<file path="src/fpt_pkg.sv">
// Shared constants, command and status types for the frame pacing timer.
`timescale 1ns / 1ps

package fpt_pkg;

	localparam logic [63:0] NS_PER_S   = 64'd1_000_000_000;
	localparam logic [63:0] RATE_NUM   = 64'd65_536_000_000_000;
	localparam logic [9:0]  FPS_MAX    = 10'd1000;
	localparam logic [9:0]  FPS_RST    = 10'd60;
	localparam logic [15:0] ALPHA_RST  = 16'd6554;
	localparam logic [29:0] PERIOD_RST = 30'd16_666_666;
	localparam logic [45:0] RATE_RST   = 46'd3_932_160;
	localparam logic [63:0] ROUND_HALF = 64'd32768;

	localparam logic [1:0] FUNC_TICK    = 2'd0;
	localparam logic [1:0] FUNC_QUERY   = 2'd1;
	localparam logic [1:0] FUNC_RESTART = 2'd2;
	localparam logic [1:0] FUNC_RESYNC  = 2'd3;

	localparam logic REG_TARGET_FPS = 1'b0;
	localparam logic REG_ALPHA      = 1'b1;

	localparam logic [2:0] DIV_ELAPSED = 3'd0;
	localparam logic [2:0] DIV_RATE    = 3'd1;
	localparam logic [2:0] DIV_PERIOD  = 3'd2;
	localparam logic [2:0] DIV_FT      = 3'd3;
	localparam logic [2:0] DIV_REM     = 3'd4;
	localparam logic [2:0] DIV_LAG     = 3'd5;

	localparam logic [2:0] MUL_HOLD = 3'd0;
	localparam logic [2:0] MUL_A_LO = 3'd1;
	localparam logic [2:0] MUL_A_HI = 3'd2;
	localparam logic [2:0] MUL_B_LO = 3'd3;
	localparam logic [2:0] MUL_B_HI = 3'd4;
	localparam logic [2:0] MUL_Q_LO = 3'd5;
	localparam logic [2:0] MUL_Q_HI = 3'd6;
	localparam logic [2:0] MUL_R    = 3'd7;

	localparam logic [2:0] ACC_HOLD     = 3'd0;
	localparam logic [2:0] ACC_ROUND    = 3'd1;
	localparam logic [2:0] ACC_LOAD     = 3'd2;
	localparam logic [2:0] ACC_ADD      = 3'd3;
	localparam logic [2:0] ACC_ADD_HI   = 3'd4;
	localparam logic [2:0] ACC_ADD_TAIL = 3'd5;

	localparam logic [1:0] N_HOLD   = 2'd0;
	localparam logic [1:0] N_FORCED = 2'd1;
	localparam logic [1:0] N_QUOT   = 2'd2;

	typedef struct packed {
		logic       load_item;
		logic       div_start;
		logic [2:0] div_sel;
		logic [2:0] mul_sel;
		logic [2:0] acc_op;
		logic [1:0] n_sel;
		logic       adv_wr;
		logic       avg_wr;
		logic       tick_wr;
		logic       fps_wr;
		logic       restart_wr;
		logic       nx_wr;
		logic       out_load;
	} fpt_cmd_t;

	typedef struct packed {
		logic [1:0] func;
		logic       forced_nz;
		logic       elapsed_pos;
		logic       dt_ok;
		logic       n_nz;
		logic       tgt_ok;
		logic       tgt_new;
		logic       late;
		logic       div_busy;
		logic       div_done;
	} fpt_sts_t;

	function automatic logic [31:0] sat32(input logic [63:0] v);
		return (|v[63:32]) ? 32'hFFFF_FFFF : v[31:0];
	endfunction

endpackage

</file>
<file path="src/fpt_ctrl.sv">
// Controller state machine that sequences the datapath for each operation.
`timescale 1ns / 1ps

module fpt_ctrl (
	input  logic              clk,
	input  logic              arst_n,
	input  logic              s_tvalid,
	output logic              s_tready,
	output logic              m_tvalid,
	input  logic              m_tready,
	input  fpt_pkg::fpt_sts_t sts,
	output fpt_pkg::fpt_cmd_t cmd
);
	import fpt_pkg::*;

	localparam logic [4:0] S_IDLE    = 5'd0;
	localparam logic [4:0] S_DECODE  = 5'd1;
	localparam logic [4:0] S_NDIV    = 5'd2;
	localparam logic [4:0] S_ADV     = 5'd3;
	localparam logic [4:0] S_RDIV    = 5'd4;
	localparam logic [4:0] S_M1      = 5'd5;
	localparam logic [4:0] S_M2      = 5'd6;
	localparam logic [4:0] S_M3      = 5'd7;
	localparam logic [4:0] S_M4      = 5'd8;
	localparam logic [4:0] S_M5      = 5'd9;
	localparam logic [4:0] S_TICKUPD = 5'd10;
	localparam logic [4:0] S_RS_PER  = 5'd11;
	localparam logic [4:0] S_RESTART = 5'd12;
	localparam logic [4:0] S_RY_PER  = 5'd13;
	localparam logic [4:0] S_RY_Q    = 5'd14;
	localparam logic [4:0] S_RY_M1   = 5'd15;
	localparam logic [4:0] S_RY_M2   = 5'd16;
	localparam logic [4:0] S_RY_M3   = 5'd17;
	localparam logic [4:0] S_RY_D    = 5'd18;
	localparam logic [4:0] S_RY_UPD  = 5'd19;
	localparam logic [4:0] S_LAG     = 5'd20;
	localparam logic [4:0] S_LDIV    = 5'd21;
	localparam logic [4:0] S_OUT     = 5'd22;

	logic [4:0] state_q;
	logic [4:0] state_d;
	logic       out_vld_q;

	assign s_tready = (state_q == S_IDLE);
	assign m_tvalid = out_vld_q;

	always_comb begin
		cmd     = '0;
		state_d = state_q;
		case (state_q)
			S_IDLE: begin
				if (s_tvalid) begin
					cmd.load_item = 1'b1;
					state_d       = S_DECODE;
				end
			end
			S_DECODE: begin
				case (sts.func)
					FUNC_TICK: begin
						if (sts.forced_nz) begin
							cmd.n_sel = N_FORCED;
							state_d   = S_ADV;
						end else if (sts.elapsed_pos) begin
							cmd.div_start = 1'b1;
							cmd.div_sel   = DIV_ELAPSED;
							state_d       = S_NDIV;
						end else begin
							state_d = S_LAG;
						end
					end
					FUNC_RESTART: begin
						if (sts.tgt_ok) begin
							cmd.div_start = 1'b1;
							cmd.div_sel   = DIV_PERIOD;
							state_d       = S_RS_PER;
						end else begin
							state_d = S_RESTART;
						end
					end
					FUNC_RESYNC: begin
						if (sts.tgt_ok && sts.tgt_new) begin
							cmd.div_start = 1'b1;
							cmd.div_sel   = DIV_PERIOD;
							state_d       = S_RY_PER;
						end else begin
							state_d = S_LAG;
						end
					end
					default: state_d = S_LAG;
				endcase
			end
			S_NDIV: begin
				if (sts.div_done) begin
					cmd.n_sel = N_QUOT;
					state_d   = S_ADV;
				end
			end
			S_ADV: begin
				if (sts.n_nz) begin
					cmd.adv_wr = 1'b1;
					if (sts.elapsed_pos && sts.dt_ok) begin
						cmd.div_start = 1'b1;
						cmd.div_sel   = DIV_RATE;
						state_d       = S_RDIV;
					end else begin
						state_d = S_TICKUPD;
					end
				end else begin
					state_d = S_LAG;
				end
			end
			S_RDIV: begin
				if (sts.div_done) begin
					cmd.acc_op  = ACC_ROUND;
					cmd.mul_sel = MUL_A_LO;
					state_d     = S_M1;
				end
			end
			S_M1: begin
				cmd.acc_op  = ACC_ADD;
				cmd.mul_sel = MUL_A_HI;
				state_d     = S_M2;
			end
			S_M2: begin
				cmd.acc_op  = ACC_ADD_HI;
				cmd.mul_sel = MUL_B_LO;
				state_d     = S_M3;
			end
			S_M3: begin
				cmd.acc_op  = ACC_ADD;
				cmd.mul_sel = MUL_B_HI;
				state_d     = S_M4;
			end
			S_M4: begin
				cmd.acc_op = ACC_ADD_HI;
				state_d    = S_M5;
			end
			S_M5: begin
				cmd.avg_wr = 1'b1;
				state_d    = S_TICKUPD;
			end
			S_TICKUPD: begin
				cmd.tick_wr = 1'b1;
				state_d     = S_LAG;
			end
			S_RS_PER: begin
				if (sts.div_done) begin
					cmd.fps_wr = 1'b1;
					state_d    = S_RESTART;
				end
			end
			S_RESTART: begin
				cmd.restart_wr = 1'b1;
				state_d        = S_LAG;
			end
			S_RY_PER: begin
				if (sts.div_done) begin
					cmd.fps_wr    = 1'b1;
					cmd.div_start = 1'b1;
					cmd.div_sel   = DIV_FT;
					state_d       = S_RY_Q;
				end
			end
			S_RY_Q: begin
				if (sts.div_done) begin
					cmd.mul_sel = MUL_Q_LO;
					state_d     = S_RY_M1;
				end
			end
			S_RY_M1: begin
				cmd.acc_op  = ACC_LOAD;
				cmd.mul_sel = MUL_Q_HI;
				state_d     = S_RY_M2;
			end
			S_RY_M2: begin
				cmd.acc_op  = ACC_ADD_HI;
				cmd.mul_sel = MUL_R;
				state_d     = S_RY_M3;
			end
			S_RY_M3: begin
				cmd.div_start = 1'b1;
				cmd.div_sel   = DIV_REM;
				state_d       = S_RY_D;
			end
			S_RY_D: begin
				if (sts.div_done) begin
					cmd.acc_op = ACC_ADD_TAIL;
					state_d    = S_RY_UPD;
				end
			end
			S_RY_UPD: begin
				cmd.nx_wr = 1'b1;
				state_d   = S_LAG;
			end
			S_LAG: begin
				if (sts.late) begin
					cmd.div_start = 1'b1;
					cmd.div_sel   = DIV_LAG;
					state_d       = S_LDIV;
				end else begin
					state_d = S_OUT;
				end
			end
			S_LDIV: begin
				if (sts.div_done) begin
					state_d = S_OUT;
				end
			end
			S_OUT: begin
				if (!out_vld_q || m_tready) begin
					cmd.out_load = 1'b1;
					state_d      = S_IDLE;
				end
			end
			default: state_d = S_IDLE;
		endcase
	end

	always_ff @(posedge clk or negedge arst_n) begin
		if (!arst_n) begin
			state_q   <= S_IDLE;
			out_vld_q <= 1'b0;
		end else begin
			state_q <= state_d;
			if (cmd.out_load) begin
				out_vld_q <= 1'b1;
			end else if (m_tready) begin
				out_vld_q <= 1'b0;
			end
		end
	end

	a_div_start_idle: assert property (@(posedge clk) disable iff (!arst_n)
		!(cmd.div_start && sts.div_busy))
		else $error("divider started while busy");

	a_out_no_overwrite: assert property (@(posedge clk) disable iff (!arst_n)
		!(cmd.out_load && out_vld_q && !m_tready))
		else $error("result register overwritten before it was taken");

	a_one_item_at_a_time: assert property (@(posedge clk) disable iff (!arst_n)
		(s_tvalid && s_tready) |=> !s_tready)
		else $error("input taken again before the item finished");

	a_done_expected: assert property (@(posedge clk) disable iff (!arst_n)
		sts.div_done |-> (state_q == S_NDIV || state_q == S_RDIV || state_q == S_RS_PER ||
			state_q == S_RY_PER || state_q == S_RY_Q || state_q == S_RY_D ||
			state_q == S_LDIV))
		else $error("division finished while no state was waiting for it");

endmodule
</file>
<file path="config.mk">
export PLATFORM = sky130hd
export DESIGN_NAME = fpt_ctrl
export DESIGN_NICKNAME = d
export VERILOG_FILES = /design/src/fpt_pkg.sv /design/src/fpt_ctrl.sv
export SDC_FILE = /design/constraint.sdc
export NUM_CORES = 1
export LEC_CHECK = 0
export BUFFER_PORTS_ARGS = -buffer_cell sky130_fd_sc_hd__buf_4
export CAP_MARGIN = 0
export CORE_MARGIN = 10
export CORE_UTILIZATION = 45
export CTS_BUF_LIST = sky130_fd_sc_hd__clkbuf_8
export DETAILED_ROUTE_END_ITERATION = 12
export GPL_ROUTABILITY_DRIVEN = 0
export PLACE_DENSITY = 0.74
export SLEW_MARGIN = 0
export SYNTH_ARGS = -nofsm -noshare
export SYNTH_HDL_FRONTEND = slang
export SYNTH_SLANG_ARGS = --single-unit
</file>
<file path="constraint.sdc">
create_clock -name clk -period 2.2 [get_ports clk]
set_input_delay 0.11 -clock clk [delete_from_list [all_inputs] [get_ports clk]]
set_output_delay 0.11 -clock clk [all_outputs]
set_load 0.03 [all_outputs]
</file>
======== Word-level counts from Yosys, hierarchy flattened ========
Cells that the tools add are included.
storage, ports and cells
  register bits after elaboration ......... 6
  output and inout bits ................... 22
  input bits .............................. 15
operators by class
  equal/unequal tests ..................... 33
  multiplexer cells ....................... 50
  reductions and logical operators ........ 12
operator list
  operator            number
  $pmux 5 s21         1
  $mux 5              13
  $eq 5x4->1 const B  8
  $mux 4              10
  $eq 5x5->1 const B  7
  $pmux 3 s7          1
  $eq 5x3->1 const B  4
  $pmux 4 s5          1
  $ne 2x2->1 const B  9
  $mux 1              16
  $pmux 3 s5          1
  $pmux 5 s3          1
  $pmux 4 s3          1
  $eq 5x2->1 const B  2
  $reduce_and 9->1    1
  $mux 3              2
  $reduce_or 3->1     2
  $eq 5x1->1 const B  1
  $logic_not 5->1     1
  $eq 2x2->1 const B  2
  $mux 2              2
  $pmux 2 s2          1
  $reduce_or 2->1     2
  $logic_and 1x1->1   2
  4 further kinds     4

======== Logic depth before layout (Yosys ltp) ========
  word-level depth ........................ 5
  depth in mapped cells ................... 7
  mapped depth without buffers ............ 5

======== Least setup slack after synthesis ========
No wires, ideal clock.
  path kind ............................... flip-flop to output port
  start point ............................. register state_q[2]
  end point ............................... output port cmd[18] (netlist name)
  cell stages (with the launch flop) ...... 5
  arrival ................................. 1.892 ns
  setup slack ............................. 0.198 ns
  required time ........................... 2.090 ns
  path through ............................ dfrtp_1 nand3b_1 or4b_4 o221ai_2 a41o_1
RTL lines
  what                      RTL line         text
  start: declaration        fpt_ctrl.sv:40   logic [4:0] state_q;
  start signal: assignment  fpt_ctrl.sv:224  state_q <= state_d;
  end: declaration          fpt_ctrl.sv:12   output fpt_pkg::fpt_cmd_t cmd

==> implementation parameters <==
Parameter                              Value

Place
  Count of input and output buffers ... 35
  Placed wire-length estimate after detailed placement ... 2.61 mm
  Setup Slack @ Placement ... 0.298 ns

GRT
  Antenna violations before repair ... 0
  Largest net degree at the start of global routing ... 25
  Via count of the first global-routing pass ... 1133
  Total GRT Usage ... 14.0%
  Global-route wire length before repair ... 5.22 mm
  Total global routing overflow ... 0

Worst setup path
  Worst setup path startpoint ... state_q[4]$_DFFE_PN0P_
  Series of cell instances along the critical path ... or3b_2, or3_1, o31ai_1, buf_4
  Worst path max stage delay ... 0.56 ns
  Critical register-to-register path endpoint ... state_q[1]$_DFFE_PN0P_
  Master of the slowest instance on the critical path ... sky130_fd_sc_hd__or3b_2
  Logic depth of the worst register-to-register path ... 6
  R2R Path Start ... state_q[4]$_DFFE_PN0P_
  Nature of the critical path startpoint ... register
  Buffering stage count on the worst path with inverters included ... 1
  Flop-to-flop setup slack ... 0.29 ns
  Type of the worst setup path ... register to output pin
  CP top delay family ... simple AND/OR/NAND/NOR gates
  Endpoint required time on the critical path ... 2.09 ns
  Signal arrival time at the worst endpoint ... 1.94 ns
  Setup crit end kind ... output pin
  Peak fanout along the critical path ... 11

STA
  Final Setup Violations ... 0
  Timing-limited maximum frequency ... 0.487 GHz
  Minimum hold slack ... 0.190 ns
  Setup repair after global routing missed its margin ... no
  Setup clock skew after layout ... 0.00133 ns
  Max-slew violation count ... 0
  Final Hold Viols ... 0
  Worst relative slew slack ... 70.5%
  Actual slew at the worst max-slew pin ... 0.439 ns
  Setup tns final ... 0 ns
  Fin worst setup slack ... 0.148 ns
  Share of the clock period used by the worst path ... 93.3%
  Tmin final ... 2.05 ns

Route
  Initial DRT Pass Iterations ... 4
  Number of vias per cell ... 5.88
  Drt wl/cell ... 15.4 um
  Violation count after the first detailed-routing iteration ... 64
  DR DRC count ... 0
  Number of nets still failing antenna checks after routing ... 0
  Overall routed net length ... 3.29 mm
  Via count ... 1258

Cells and area
  Core occupancy in the finished layout ... 62.3%
  Reg area ... 151 um^2
  Share of post-route cells with drive strength above 1 ... 33.3%
  Area growth syn-to-layout ... 30.9%
  Number of nets in the layout ... 203
  Area occupied by multi-input gates ... 787 um^2
  Antenna Cells ... 0
  Fill cell count ... 218

Yosys
  Cell area after synthesis ... 1050 um^2
  Number of unique standard cell types used by synthesis ... 57
  Largest area contributor in the netlist ... sky130_fd_sc_hd__dfrtp_1
  Syn nets ... 166
  Yosys warnings ... 0
  Mean instance size in the synthesized netlist ... 6.97 um^2
  Count of flip-flops with a built-in enable after synthesis ... 0
  Top post-synthesis cells by area ... sky130_fd_sc_hd__dfrtp_1 14%, sky130_fd_sc_hd__a21oi_1 7.1%, sky130_fd_sc_hd__nor2_1 6.1%
  Fraction of synthesized cell area taken by the top area cell type ... 14.3%
  Async set or reset register ratio after synthesis ... 100%
  Share of the yosys chip area belonging to registers ... 14.3%
  Gate Count Post-Synth ... 151
  Top flip-flop cell by instance count after synthesis ... sky130_fd_sc_hd__dfrtp_1
  Register bit count reported by yosys ... 6

Clock network
  TritonCTS clock tree ... yes
  Clock latency at the later pin of the worst-skew pair ... 0.22 ns
  Number of H-tree branching levels ... 1
  Setup fix buffers added after clock tree synthesis ... 0
  Worst-case clock buffer depth ... 2
  Number of buffers created by CTS ... 3
  Clock-pin slew of the registers on the worst-case setup and hold paths ... 0.03 ns
  Clock root cell ... sky130_fd_sc_hd__clkbuf_8
  Sinks on Clock Net ... 6

Floorplan
  Total die area ... 4670 um^2
  Row cnt ... 17
  Die height ... 68.4 um
  Chip width ... 68.4 um
  Initial core utilization ... 47.6%
  Core Footprint ... 2210 um^2
  I/O pin total ... 37

Pwr
  VDD IR max ... 991 uV
  P_leak ... 0.634 nW
  Pwr/cell area ... 1430 nW/um^2

Status
  Status ... finished, final reports clean

Hold path
  Worst hold path type ... primary input to register
  Instance count along the most critical hold path ... 3
  WHS Endpoint ... m_tvalid$_DFFE_PN0P_
  Min-delay src ... m_tready

Job
  Max-capacitance violation count ... 0
[layer usage]
metal / wire (um) / track usage [%]
met5: 0 / 0
met2: 1650 / 23.1
met4: 39 / 5.03
met1: 1380 / 18.0
met3: 213 / 1.96
[kinds of logic after synthesis]
family / Yosys count / synth area share [%]
DFF: 6 / 14.3
and+or+nand+nor: 74 / 39.6
AOI/OAI and AO/OA: 45 / 28.3
buffers and inverters: 19 / 10.9
xor gates and xnor gates: 2 / 1.66
muxes: 5 / 5.23
[metrics by stage]
step	power, mW	instance area, um^2	instances
after floorplan	1.40	1050	151
after global placement	1.76	1330	210
after detailed placement	1.79	1330	210
after CTS	1.96	1380	214
after global routing	2.14	1380	214
final	1.97	1380	214
[cells in the mapped netlist (2+ instances only)]
| master | instances |
|---|---|
| sky130_fd_sc_hd__nor2_1 | 17 |
| sky130_fd_sc_hd__nand2_1 | 16 |
| sky130_fd_sc_hd__a21oi_1 | 15 |
| sky130_fd_sc_hd__o21ai_0 | 8 |
| sky130_fd_sc_hd__nor2b_1 | 7 |
| sky130_fd_sc_hd__dfrtp_1 | 6 |
| sky130_fd_sc_hd__nor3_1 | 6 |
| sky130_fd_sc_hd__inv_1 | 5 |
| sky130_fd_sc_hd__clkbuf_1 | 4 |
| sky130_fd_sc_hd__buf_2 | 3 |
| sky130_fd_sc_hd__buf_6 | 3 |
| sky130_fd_sc_hd__mux2_1 | 3 |
| sky130_fd_sc_hd__nand3b_1 | 3 |
| sky130_fd_sc_hd__o21ai_1 | 3 |
| sky130_fd_sc_hd__buf_4 | 2 |
| sky130_fd_sc_hd__nand3_1 | 2 |
| sky130_fd_sc_hd__nand3_2 | 2 |
| sky130_fd_sc_hd__nand4b_1 | 2 |
| sky130_fd_sc_hd__o22ai_1 | 2 |
| sky130_fd_sc_hd__o31ai_1 | 2 |
| sky130_fd_sc_hd__or2b_2 | 2 |
| sky130_fd_sc_hd__or3b_2 | 2 |
| sky130_fd_sc_hd__or4_1 | 2 |
[layout by cell type, fill, tap and decap left out, types with 2 or more instances in the layout]
cell and count:
sky130_fd_sc_hd__a21oi_1 15, sky130_fd_sc_hd__buf_4 44, sky130_fd_sc_hd__clkbuf_8 3, sky130_fd_sc_hd__dfrtp_1 5, sky130_fd_sc_hd__inv_1 5, sky130_fd_sc_hd__mux2_1 3
sky130_fd_sc_hd__nand2_1 16, sky130_fd_sc_hd__nand3_1 2, sky130_fd_sc_hd__nand3_2 2, sky130_fd_sc_hd__nand3b_1 3, sky130_fd_sc_hd__nand4b_1 2, sky130_fd_sc_hd__nor2_1 17
sky130_fd_sc_hd__nor2b_1 7, sky130_fd_sc_hd__nor3_1 6, sky130_fd_sc_hd__o21ai_0 8, sky130_fd_sc_hd__o21ai_1 3, sky130_fd_sc_hd__o22ai_1 2, sky130_fd_sc_hd__o31ai_1 2
sky130_fd_sc_hd__or2b_2 2, sky130_fd_sc_hd__or3b_2 2, sky130_fd_sc_hd__or4_1 2
[layout make-up]
type	count	area share, %
clock buffers	3	3.00
well taps	28	2.54
multi-input cells	126	57.1
inverters	6	1.63
flip-flops and latches	6	11.0
repair buffers	45	24.7
[sequential cells by signal (all words and copies together) (netlist names)]
name and cells:
m_tvalid 1, state_q 5
[worst max path at each step]
| stage | endpoint | slack, ns | cells past startpoint |
|---|---|---|---|
| global placement | state_q[1]$_DFFE_PN0P_ | 0.32 | 6 |
| CTS | cmd[18] | 0.06 | 5 |
| finish | cmd[14] | 0.15 | 4 |
| global route | cmd[14] | 0.05 | 5 |
| detailed placement | state_q[1]$_DFFE_PN0P_ | 0.30 | 6 |
| floorplan | cmd[18] | 0.20 | 4 |
[power breakdown]
group	total [mW]	internal (mW)	switching, mW	leakage (nW)
sequential	0.233	0.163	0.0701	0.0742
combinational	1.57	0.628	0.943	0.538
clock	0.163	0.117	0.0461	0.0216
[worst register-to-register path, cell delays in order, from the launching register on]
cell and delay [ns]:
sky130_fd_sc_hd__dfrtp_1 0.52, sky130_fd_sc_hd__buf_4 0.27, sky130_fd_sc_hd__nand2_1 0.07, sky130_fd_sc_hd__nand2_1 0.07, sky130_fd_sc_hd__o22ai_1 0.08, sky130_fd_sc_hd__or4_1 0.51, sky130_fd_sc_hd__mux2_2 0.27
[timing repair]
item,CTS,global route
gates resized for setup,0,1
hold buffers,1,0
setup endpoints to repair,0,2
hold endpoints to repair,6,0
Power figures use the tool's default switching activity.
